$ cat src/sv/cvc_pkg.sv
package cvc_pkg;

    typedef struct packed {
        logic [1:0]         cmd;
        logic               shape_kind;
        logic signed [31:0] pos_x;
        logic signed [31:0] pos_y;
        logic signed [31:0] pos_z;
        logic signed [31:0] extent_x;
        logic signed [31:0] extent_y;
        logic signed [31:0] extent_z;
        logic signed [31:0] speed_x;
        logic signed [31:0] speed_y;
        logic signed [31:0] speed_z;
    } t_in_item;

    typedef struct packed {
        logic               status;
        logic [4:0]         hit_id;
        logic signed [31:0] hit_vel_x;
        logic signed [31:0] hit_vel_y;
        logic signed [31:0] hit_vel_z;
    } t_out_item;

    typedef enum logic [1:0] {
        CMD_CLEAR = 2'd0,
        CMD_LOAD  = 2'd1,
        CMD_QUERY = 2'd2,
        CMD_NONE  = 2'd3
    } t_cmd;

    typedef enum logic [3:0] {
        ST_IDLE,
        ST_CENTER,
        ST_READ,
        ST_AXIS,
        ST_DIV,
        ST_SQR,
        ST_ACC,
        ST_DONE,
        ST_OUT
    } t_state;

    localparam logic [31:0] SAT_POS = 32'h7FFF_FFFF;
    localparam logic [31:0] ONE_Q16 = 32'h0001_0000;
    localparam logic [31:0] PITCH_RST = 32'h0001_0000;
    localparam logic        REG_PITCH = 1'b0;

    // Divider handshake
    typedef struct packed {
        logic        start;
        logic [47:0] num;
        logic [31:0] den;
    } t_div_req;

    typedef struct packed {
        logic        done;
        logic [47:0] quo;
    } t_div_rsp;

endpackage

$ cat src/sv/cvc_divider.sv
module cvc_divider (
    input  logic              i_clk,
    input  logic              i_rst_n,
    input  cvc_pkg::t_div_req i_req,
    output cvc_pkg::t_div_rsp o_rsp
);
    import cvc_pkg::*;

    // Restoring divider, one quotient bit per cycle.
    logic [47:0] r_quo, n_quo;
    logic [32:0] r_rem, n_rem;
    logic [31:0] r_den, n_den;
    logic [5:0]  r_cnt, n_cnt;
    logic        r_busy, n_busy;
    logic        r_done, n_done;
    logic [32:0] w_sh;

    always_ff @(posedge i_clk) begin
        if (!i_rst_n) begin
            r_busy <= 1'b0;
            r_done <= 1'b0;
            r_cnt  <= '0;
        end else begin
            r_busy <= n_busy;
            r_done <= n_done;
            r_cnt  <= n_cnt;
        end
        r_quo <= n_quo;
        r_rem <= n_rem;
        r_den <= n_den;
    end

    always_comb begin
        n_quo  = r_quo;
        n_rem  = r_rem;
        n_den  = r_den;
        n_cnt  = r_cnt;
        n_busy = r_busy;
        n_done = 1'b0;
        w_sh   = {r_rem[31:0], r_quo[47]};
        if (i_req.start) begin
            n_quo  = i_req.num;
            n_rem  = '0;
            n_den  = i_req.den;
            n_cnt  = 6'd48;
            n_busy = 1'b1;
        end else if (r_busy) begin
            if (w_sh >= {1'b0, r_den}) begin
                n_rem = w_sh - {1'b0, r_den};
                n_quo = {r_quo[46:0], 1'b1};
            end else begin
                n_rem = w_sh;
                n_quo = {r_quo[46:0], 1'b0};
            end
            n_cnt = r_cnt - 6'd1;
            if (r_cnt == 6'd1) begin
                n_busy = 1'b0;
                n_done = 1'b1;
            end
        end
    end

    assign o_rsp.done = r_done;
    assign o_rsp.quo  = r_quo;
endmodule

$ cat config.mk
export PLATFORM = sky130hd
export DESIGN_NAME = cvc_divider
export DESIGN_NICKNAME = d
export VERILOG_FILES = /design/src/sv/cvc_pkg.sv /design/src/sv/cvc_divider.sv
export SDC_FILE = /design/constraint.sdc
export NUM_CORES = 1
export LEC_CHECK = 0
export ABC_CLOCK_PERIOD_IN_PS = 2560
export BUFFER_PORTS_ARGS = -buffer_cell sky130_fd_sc_hd__buf_2
export CORE_MARGIN = 8
export CORE_UTILIZATION = 51
export DETAILED_ROUTE_END_ITERATION = 6
export PLACE_DENSITY = 0.83
export SLEW_MARGIN = 0
export SYNTH_ARGS = -nofsm -noshare
export SYNTH_HDL_FRONTEND = slang
export SYNTH_SLANG_ARGS = --single-unit
$ cat constraint.sdc
create_clock -name i_clk -period 2.56 [get_ports i_clk]
set_clock_uncertainty 0.15 [all_clocks]
set_input_delay 0.128 -clock i_clk [delete_from_list [all_inputs] [get_ports i_clk]]
set_output_delay 0.128 -clock i_clk [all_outputs]
set_load 0.01 [all_outputs]
==> run_results.csv, run 1 <==
group,metric,value,unit
place,port_buffers,131,
cts,root_buffer,"clkbuf_16",
sta,rsz0062_at_grt,"yes",
setup_path,reg2reg_depth,11,
logic_synthesis,synthArstFlopShare,0,
floorplan,dieWidth,132,um
logic_synthesis,synth_top_area_cell,"edfxtp_1",
sta,fin_crit,3.10,ns
power,ir_worst_vdd,0.525,mV
cts,clock_path_buffers,2,
run_status,violations,"DRC, setup timing",
cts,cts_buffers,17,
finish,diodes,0,
global_routing,grt_antenna_before_repair,0,
run_status,status,"finished with violations",
power,power.density,607,mW/mm^2
logic_synthesis,syn_inst,667,
floorplan,io_pins,132,
logic_synthesis,synth.avg_cell_area,10.3,sq um
cts,tritoncts,"built",
sta,worst_slew_pin_slew,0.625,ns
sta,whs,0.0866,ns
place,gp_congestion,0.906,
logic_synthesis,ys_seq_elements,120,
logic_synthesis,yosysMostFrequentCell,"edfxtp_1",
logic_synthesis,ys_warn_count,0,
hold_path,whs_path_depth,1,
power,finalPower,6.52,mW
logic_synthesis,synth_edf_count,80,
finish,nNetsFinal,1112,
cts,htree_levels,4,
global_routing,grt-ovfl-total,0,
detailed_routing,vias,7292,
detailed_routing,wl_per_cell,23.5,um
finish,areaGrowthSynthToFinish,55.7,%
detailed_routing,wirelength,27.8,mm
sta,finalCritPeriodShare,1.21,
logic_synthesis,synth_seq_area_share,0.464,
logic_synthesis,syn-num-nets,785,
sta,setup_viol,33,
floorplan,core.rowCount,42,
logic_synthesis,synth_area_leaders,"edfxtp_1 35%, dfxtp_1 12%, mux2_2 7.8%",
place,dp_hpwl,13.9,mm
setup_path,r2r_end,"r_rem[13]$_SDFFE_PP0P_",
global_routing,grt_max_degree,49,
setup_path,reg2reg_slack,-0.54,ns
setup_path,worstPathMaxFanout,15,
logic_synthesis,yosys-top-cells-count,"80 x edfxtp_1, 65 x nand2_1, 54 x nor2_1",
cts,path_clk_slew,0.06,ns
hold_path,hold_start,"i_req[80]",
hold_path,hp-class,"input port to flip-flop",
cts,cts.sinks,120,
hold_path,whs_endpoint,"r_den[14]$_DFFE_PP_",
floorplan,core-area,0.0132,sq mm
global_routing,gr-usage-all-layers,0.270,
global_routing,grt_pass1_vias,7271,
sta,finalHoldViolations,0,
floorplan,dieArea,0.0175,sq mm
floorplan,die_y,132,um
sta,max_freq,323,MHz
detailed_routing,routed_via_density,6.16,
setup_path,critPathKind,"flip-flop to flip-flop",
setup_path,required,2.74,ns
logic_synthesis,ys_types,70,
global_routing,grt_pass1_wl,38.2,mm
logic_synthesis,yosys_most_used_dff,"edfxtp_1",
setup_path,worstReg2RegStart,"r_den[18]$_DFFE_PP_",
sta,slew_headroom,0.579,
setup_path,arrival,3.28,ns
setup_path,critPathLaunchType,"flip-flop",
detailed_routing,drcViolationCount,42,
run,drv_cap,0,
floorplan,start_util,0.521,
logic_synthesis,synth_top_area_frac,0.348,
sta,drv_slew,0,
cts,clock_latency,0.44,ns
sta,worst_slack,-0.537,ns
setup_path,critPathCaptureType,"flip-flop",
power,leakage,4.43,nW
logic_synthesis,synthesis.area,0.00690,sq mm
detailed_routing,postRouteAntennaNets,0,
finish,drive_above_1_share,0.461,
detailed_routing,first_iter_violations,1047,
detailed_routing,drt-pass1-iter-count,7,
-- metal layers --
layer / GRT usage / vias up / share of wire
met1: 0.305 / 3418 / 0.36
met2: 0.453 / 607 / 0.47
met4: 0.143 / 0 / 0.054
met5: 0 / - / 0
met3: 0.0781 / 167 / 0.11
li1: - / 3100 / -
-- registers in the layout (all words and copies together) (netlist names) --
signal,cells
r_busy,1
r_rem,32
r_den,32
r_done,1
r_cnt,6
r_quo,48
-- where the power goes --
part	internal (mW)	switching [mW]	leakage, nW
clock	1.42	0.964	0.274
sequential	2.26	0.119	1.12
combinational	0.842	0.908	3.03
-- area by class of cell --
cell class	instances	area [sq um]
Multi-Input combinational cell	465	3980
Inverter	47	176
Tap cell	176	220
Clock inverter	13	130
Fill cell	659	2500
Sequential cell	120	3200
Timing Repair Buffer	343	2600
Clock buffer	19	433
-- metrics by stage --
stage | instances | util | TNS [ns] | setup WS (ns) | cell area (sq um)
after floorplan | 667 | - | -0.469 | -0.218 | 7060
after global placement | 1049 | 0.647 | -4.77 | -0.296 | 8570
after detailed placement | 1049 | 0.647 | -7.67 | -0.381 | 8570
after CTS | 1176 | 0.783 | -5.69 | -0.285 | 10400
after global routing | 1183 | 0.811 | -17.11 | -0.665 | 10700
final | 1183 | 0.811 | -13.91 | -0.537 | 10700
-- worst max-delay path by stage --
stage | from | to | slack [ns]
floorplan | r_quo[47]$_DFFE_PP_ | r_rem[30]$_SDFFE_PP0P_ | -0.22
global route | r_den[18]$_DFFE_PP_ | r_rem[13]$_SDFFE_PP0P_ | -0.67
finish | r_den[18]$_DFFE_PP_ | r_rem[13]$_SDFFE_PP0P_ | -0.54
detailed placement | r_den[0]$_DFFE_PP_ | r_rem[30]$_SDFFE_PP0P_ | -0.38
CTS | r_quo[47]$_DFFE_PP_ | r_rem[30]$_SDFFE_PP0P_ | -0.29
global placement | r_den[0]$_DFFE_PP_ | r_rem[30]$_SDFFE_PP0P_ | -0.30
-- placed cells by master, fill, tap and decap left out, types with 17 or more instances in the layout --
cell type,Yosys,layout
a21oi_1,35,28
a311oi_2,2,19
buf_2,5,130
buf_4,2,111
clkbuf_16,0,18
dfxtp_1,40,39
dlygate4sd3_1,2,81
edfxtp_1,80,80
ha_4,0,17
inv_1,47,40
mux2_2,48,48
nand2_1,65,55
nand3_1,20,18
nor2_1,54,51
xnor2_1,23,22
-- cells by family after synthesis --
logic type / count (synthesis) / share of synthesized area
compound gates: 157 / 0.163
xor+xnor: 29 / 0.0368
fa+ha+maj: 35 / 0.0645
buf+inv: 82 / 0.0573
flops: 120 / 0.464
mux: 50 / 0.0816
simple gates: 194 / 0.133
-- what timing repair did --
action | 4_1_cts | 5_1_grt
buffers inserted | 15 | 8
setup endpoints to repair | 33 | 33
hold buffers | 81 | 0
endpoints found under the hold margin | 88 | 0
resized for setup | 59 | 68
pin swaps | 26 | 42
cloned | 1 | 1
-- critical path, cell delays in order, from the launching register on --
cell and delay (ns):
edfxtp_1 0.42, inv_1 0.12, ha_2 0.32, a21oi_2 0.22, o22ai_1 0.19, nor4_1 0.40
o21a_1 0.21, nand4_1 0.15, nand2_2 0.19, buf_6 0.21, nand2_1 0.12, a311oi_2 0.30
(Power assumes the default switching activity.)
==> inputs of run 2 (changes only) <==
ABC_AREA = 1   (was default)
CORE_UTILIZATION = 52   (was 51)
PLACE_DENSITY = 0.84   (was 0.83)
==> run 2 against run 1 <==
Against the previous run:
- the flow now finishes without violations
- clock power increased by 2%
- die area is 10% higher
- routed wire length decreased by 17%
- combinational power decreased by 55%
- worst hold slack got worse by 0.0062 ns
- global-route usage fell by 2.8 points
- utilization is 14 points lower
- clock-buffer cell count shrank 2
- sequential share of layout area grew 1.9 points
- largest cell class unchanged
==> run_results.csv, run 2 <==
group,metric,value,unit
setup_path,cp_cell_sequence,"inv_1 > ha_1 > fa_1 > inv_1 > nand2_1 > nand3_1 > nand2_1 > nand2_1 > nand2_1 > nand2_1 > nand2_1 > nand2_1 > nand2_2 > nand3_2 > nand2_1",
cts,tritoncts,"built",
run_status,status,"finished, final reports clean",
place,gp_congestion,0.934,
hold_path,whs_endpoint,"r_den[4]$_DFFE_PP_",
logic_synthesis,synthesis.area,0.00784,sq mm
logic_synthesis,synth_top_area_cell,"edfxtp_1",
logic_synthesis,ys_warn_count,0,
power,ir_worst_vdd,0.472,mV
setup_path,arrival,2.60,ns
floorplan,core.rowCount,45,
logic_synthesis,synth_edf_count,80,
run,drv_cap,0,
logic_synthesis,synth.avg_cell_area,7.41,sq um
cts,root_buffer,"clkbuf_16",
cts,path_clk_slew,0.06,ns
finish,reg_top3,"r_quo: 48 flops, r_den: 32 flops, r_rem: 32 flops",
logic_synthesis,yosys-top-cells-count,"453 x nand2_1, 160 x inv_1, 80 x edfxtp_1",
floorplan,dieWidth,139,um
sta,drv_slew,0,
logic_synthesis,synth_top_family_by_area,"simple AND/OR/NAND/NOR gates",
setup_path,critPathKind,"flip-flop to flip-flop",
detailed_routing,routed_via_density,5.12,
global_routing,grt_antenna_before_repair,0,
power,finalPower,5.55,mW
hold_path,hold_start,"i_req[80]",
finish,top_register,"r_quo",
detailed_routing,vias,7561,
sta,fin_crit,2.44,ns
logic_synthesis,syn_inst,1058,
logic_synthesis,yosysMostFrequentCell,"nand2_1",
detailed_routing,wl_per_cell,15.7,um
setup_path,worstReg2RegStart,"r_quo[47]$_DFFE_PP_",
sta,rsz0062_at_grt,"no",
finish,nNetsFinal,1393,
cts,cts.sinks,120,
setup_path,critical_path.max_stage_delay,0.42,ns
logic_synthesis,yosys_most_used_dff,"edfxtp_1",
setup_path,required,2.73,ns
finish,areaGrowthSynthToFinish,28.7,%
hold_path,hp-class,"input port to flip-flop",
logic_synthesis,ys_types,38,
setup_path,critPathSlowestCell,"fa_1",
floorplan,io_pins,132,
finish,largest_register_ffs,48,
logic_synthesis,synthMuxAreaShare,0,
logic_synthesis,syn-num-nets,1176,
setup_path,reg2reg_slack,0.12,ns
global_routing,gr-usage-all-layers,0.242,
sta,tns,0,ns
finish,final_common_cell,"nand2_1",
detailed_routing,drt-pass1-iter-count,6,
logic_synthesis,synth_area_leaders,"edfxtp_1 31%, nand2_1 22%, dfxtp_1 10%",
finish,mostFrequentLayoutCells,"452 x nand2_1, 159 x inv_1, 131 x buf_2",
logic_synthesis,synth_top_area_frac,0.306,
floorplan,start_util,0.524,
finish,diodes,0,
logic_synthesis,synthArstFlopShare,0,
hold_path,whs_path_depth,1,
logic_synthesis,synth_compound_area_frac,0.0201,
global_routing,grt_max_degree,49,
setup_path,r2r_end,"r_rem[26]$_SDFFE_PP0P_",
power,power.density,549,mW/mm^2
global_routing,grt-ovfl-total,0,
floorplan,core-area,0.0150,sq mm
detailed_routing,postRouteAntennaNets,0,
floorplan,dieArea,0.0193,sq mm
place,dp_hpwl,15.1,mm
power,leakage,5.28,nW
setup_path,critPathLaunchType,"flip-flop",
setup_path,reg2reg_depth,15,
cts,clock_path_buffers,2,
finish,fin_util,0.674,
place,port_buffers,131,
logic_synthesis,synth_seq_area_share,0.408,
detailed_routing,drcViolationCount,0,
cts,htree_levels,4,
sta,worst_slack,0.123,ns
logic_synthesis,synth-simple-area-share,0.392,
setup_path,worstPathMaxFanout,3,
detailed_routing,wirelength,23.2,mm
finish,fillers,1175,
logic_synthesis,synthAdderAreaFrac,0.0568,
finish,drive_above_1_share,0.206,
sta,finalCritPeriodShare,0.952,
global_routing,grt_pass1_wl,37.9,mm
setup_path,path_common_cell,"nand2_1",
detailed_routing,first_iter_violations,499,
sta,setup_viol,0,
sta,finalHoldViolations,0,
setup_path,critPathCaptureType,"flip-flop",
logic_synthesis,ys_seq_elements,120,
sta,slew_headroom,0.638,
sta,worst_slew_pin_slew,0.544,ns
logic_synthesis,synth_xor_area_frac,0.0179,
global_routing,grt_pass1_vias,7813,
place,dp_slack,0.140,ns
cts,cts_buffers,17,
floorplan,die_y,139,um
sta,max_freq,410,MHz
cts,clock_latency,0.43,ns
[run 2: cell types whose count changed after synthesis, sizes merged, moves of 12 or more]
cell	delta
mux2	-50
inv	+117
o21a	-12
a21oi	-19
o21ai	-24
nand3b	+38
nand2	+433
nand3	+32
a311oi	-21
[run 2: cells by family after synthesis]
family,Yosys count
buf+inv,193
compound gates,29
simple gates,665
fa+ha+maj,35
flops,120
xor+xnor,16
[run 2: timing repair]
item	in CTS	in global routing
endpoints found under the setup margin	0	31
buffers inserted	0	2
resized for setup	0	5
hold buffers	81	0
endpoints found under the hold margin	87	0
[run 2: critical path, delay by kind of cell, from the launching register on]
kind | cells | cell delay [ns]
buffers and inverters | 2 | 0.18
flip-flops | 1 | 0.37
adder cells (fa/ha/maj) | 2 | 0.65
AND/OR/NAND/NOR | 11 | 0.99
[run 2: worst max-delay path by stage]
stage                         from                     end  slack, ns  depth (start not counted)
2_1_floorplan    r_busy$_SDFF_PN0_      r_quo[0]$_DFFE_PP_       0.34                          3
3_3_place_gp   r_den[30]$_DFFE_PP_  r_rem[16]$_SDFFE_PP0P_       0.20                         13
3_5_place_dp   r_den[30]$_DFFE_PP_  r_rem[31]$_SDFFE_PP0P_       0.14                         13
4_1_cts        r_den[30]$_DFFE_PP_  r_rem[31]$_SDFFE_PP0P_       0.13                         13
5_1_grt        r_quo[47]$_DFFE_PP_  r_rem[26]$_SDFFE_PP0P_     0.0005                         15
6_report       r_quo[47]$_DFFE_PP_  r_rem[26]$_SDFFE_PP0P_       0.12                         15
[run 2: metal layers]
metal  routed length (um)  up-vias  global-route usage  part of all wire
met5                    0        -                   0                 0
met4                  598        0              0.0907             0.026
met3                 2260       46              0.0871             0.098
met2                10800      360               0.416              0.47
met1                 9470     3450               0.270              0.41
li1                     -     3705                   -                 -
[run 2: final cells by class]
type / count / area (sq um) / share of cell area
Clock buffer: 17 / 425 / 0.0421
Clock inverter: 15 / 164 / 0.0162
Inverter: 165 / 619 / 0.0613
Multi-Input combinational cell: 746 / 3860 / 0.382
Sequential cell: 120 / 3200 / 0.317
Tap cell: 188 / 235 / 0.0233
Timing Repair Buffer: 225 / 1590 / 0.158
[run 2: through the flow]
stage | cells | hold WS (ns) | cell area (sq um)
after CTS | 1473 | 0.0633 | 10000
final | 1476 | 0.0803 | 10100
after global routing | 1476 | 0.0837 | 10100
after floorplan | 1058 | 0.0769 | 7840
after global placement | 1360 | 0.156 | 8640
after detailed placement | 1360 | 0.156 | 8640
[run 2: power breakdown]
group	internal (mW)	switching, mW
Clock	1.45	0.990
Sequential	2.23	0.0869
Combinational	0.326	0.464
Total	4.01	1.54
==> inputs of run 3 (changes only) <==
BUFFER_PORTS_ARGS = default   (was -buffer_cell sky130_fd_sc_hd__buf_2)
CORE_UTILIZATION = 55   (was 52)
DONT_BUFFER_PORTS = 1   (was default)
PLACE_DENSITY = 0.79   (was 0.84)
==> run 3 against run 2 <==
Against the previous run:
- flip-flop and latch count is the same
- via count is 8.1% lower
- combinational power down 25%
- non-clock buffer count fell by 131
- power decreased by 3.5%
- first-iteration DRC count increased by 39%
- sequential power rose by 2%
- critical path type unchanged
==> run_results.csv, run 3 (synthesized netlist as in run 2, its figures left out) <==
group,metric,value,unit
finish,diodes,0,
power,clkPwrFrac,0.448,
floorplan,core-area,0.0139,sq mm
setup_path,worstReg2RegStart,"r_quo[47]$_DFFE_PP_",
run_status,status,"finished, final reports clean",
finish,areaGrowthSynthToFinish,20.0,%
sta,slew_headroom,0.596,
hold_path,hold_start,"i_req[80]",
finish,multiInputGateArea,0.00385,sq mm
place,dp_hpwl,14.0,mm
sta,finalCritPeriodShare,0.936,
finish,final_common_cell,"nand2_1",
global_routing,gr-usage-all-layers,0.237,
setup_path,critPathKind,"flip-flop to flip-flop",
sta,tns,0,ns
cts,htree_levels,4,
power,power_frac_seq,0.441,
setup_path,required,2.72,ns
detailed_routing,wl_per_cell,16.1,um
finish,drive_above_1_share,0.113,
cts,clock_latency,0.42,ns
detailed_routing,postRouteAntennaNets,0,
floorplan,start_util,0.563,
power,leakage,4.77,nW
setup_path,cp_cell_sequence,"inv_1 > ha_1 > fa_1 > inv_1 > nand3_1 > nand3_2 > nand3_1 > nand2_1 > nand2_1 > nand2_1 > nand2_1 > nand2_1 > nand2_2 > nand3_2 > nand2_1",
power,power.density,569,mW/mm^2
global_routing,grt_antenna_before_repair,0,
global_routing,grt-ovfl-total,0,
setup_path,critPathCaptureType,"flip-flop",
run,drv_cap,0,
global_routing,grt_max_degree,82,
cts,cts.sinks,120,
finish,stdcell_area,0.00941,sq mm
sta,max_freq,417,MHz
finish,fillers,1086,
setup_path,critPathSlowestCell,"fa_1",
cts,root_buffer,"clkbuf_16",
global_routing,grt_pass1_vias,6881,
detailed_routing,routed_via_density,5.20,
setup_path,path_common_cell,"nand2_1",
floorplan,io_pins,132,
setup_path,worstPathMaxFanout,3,
sta,setup_viol,0,
power,swShare,0.283,
detailed_routing,drt-pass1-iter-count,6,
detailed_routing,wirelength,21.5,mm
sta,whs,0.0615,ns
detailed_routing,first_iter_violations,693,
detailed_routing,vias,6947,
sta,fin_crit,2.40,ns
floorplan,dieArea,0.0183,sq mm
detailed_routing,drcViolationCount,0,
floorplan,die_y,135,um
place,gp_congestion,0.975,
power,switchingPower,1.52,mW
power,finalPower,5.35,mW
finish,fin_util,0.676,
sta,worst_slew_pin_slew,0.606,ns
floorplan,dieWidth,135,um
cts,path_clk_slew,0.07,ns
hold_path,hp-class,"input port to flip-flop",
sta,drv_slew,0,
setup_path,arrival,2.55,ns
floorplan,core.rowCount,43,
power,p_int,3.84,mW
sta,finalHoldViolations,0,
finish,nNetsFinal,1262,
setup_path,critPathLaunchType,"flip-flop",
cts,tritoncts,"built",
finish,register_area,0.00320,sq mm
cts,cts_buffers,17,
finish,reg_top3,"r_quo: 48 flops, r_den: 32 flops, r_rem: 32 flops",
finish,top_register,"r_quo",
finish,mostFrequentLayoutCells,"453 x nand2_1, 159 x inv_1, 82 x dlygate4sd3_1",
setup_path,cp-startpoint,"r_quo[47]$_DFFE_PP_",
power,ir_worst_vdd,0.472,mV
global_routing,grt_pass1_wl,34.5,mm
finish,largest_register_ffs,48,
place,place_area,0.00795,sq mm
setup_path,critical_path.max_stage_delay,0.42,ns
power,p_comb_frac,0.111,
place,port_buffers,0,
cts,clock_path_buffers,2,
[run 3: changes by cell type in the layout (fill, tap and decap cells not counted), sizes merged]
| cell | previous run | this run |
|---|---|---|
| dlygate4sd3 | 81 | 82 |
| bufinv | 2 | 1 |
| inv | 171 | 175 |
| clkinv | 6 | 3 |
| buf | 144 | 12 |
[run 3: layer usage]
| metal | wire [um] | global-route usage | share of wire |
|---|---|---|---|
| met1 | 9110 | 0.297 | 0.42 |
| met5 | 0 | 0 | 0 |
| met3 | 2280 | 0.0846 | 0.11 |
| met4 | 321 | 0.0746 | 0.015 |
| met2 | 9820 | 0.375 | 0.46 |
[run 3: per-stage QoR]
step	std cells	setup slack, ns
3_5_place_dp	1219	0.163
2_1_floorplan	1058	0.337
6_report	1337	0.164
5_1_grt	1337	-0.00599
4_1_cts	1334	0.140
3_3_place_gp	1219	0.195
[run 3: final timing paths]
path | slack, ns | cells after the start | endpoint
worst min-delay path | 0.06 | 4 | r_rem[0]$_SDFFE_PP0P_
worst max register to register | 0.16 | 15 | r_rem[20]$_SDFFE_PP0P_
worst min register to register | 0.32 | 2 | r_rem[19]$_SDFFE_PP0P_
worst max-delay path | 0.16 | 15 | r_rem[20]$_SDFFE_PP0P_
[run 3: power groups by stage]
stage	Clock (mW)	Combinational (mW)	Sequential [mW]
after detailed placement	0	0.445	2.39
after global routing	2.52	0.654	2.38
after CTS	2.43	0.573	2.36
final	2.40	0.594	2.36
after global placement	0	0.434	2.39
after floorplan	0	0.362	2.36
[run 3: layout make-up]
cell class / count / share of cell area
timing repair buffer: 94 / 0.100
clock inverter: 15 / 0.0159
sequential: 120 / 0.340
multi-input combinational: 746 / 0.409
tap: 180 / 0.0239
inverter: 165 / 0.0658
clock buffer: 17 / 0.0452
[run 3: worst max-delay path, delay by kind of cell (launching register included)]
kind | cells | cell delay (ns)
buf+inv | 2 | 0.16
simple gates | 11 | 0.95
flops | 1 | 0.37
fa+ha+maj | 2 | 0.64
[run 3: repair_timing]
| action | 4_1_cts | 5_1_grt |
|---|---|---|
| setup endpoints to repair | 0 | 15 |
| hold buffers | 83 | 0 |
| buffers inserted | 0 | 2 |
| resized for setup | 0 | 2 |
| endpoints found under the hold margin | 120 | 0 |
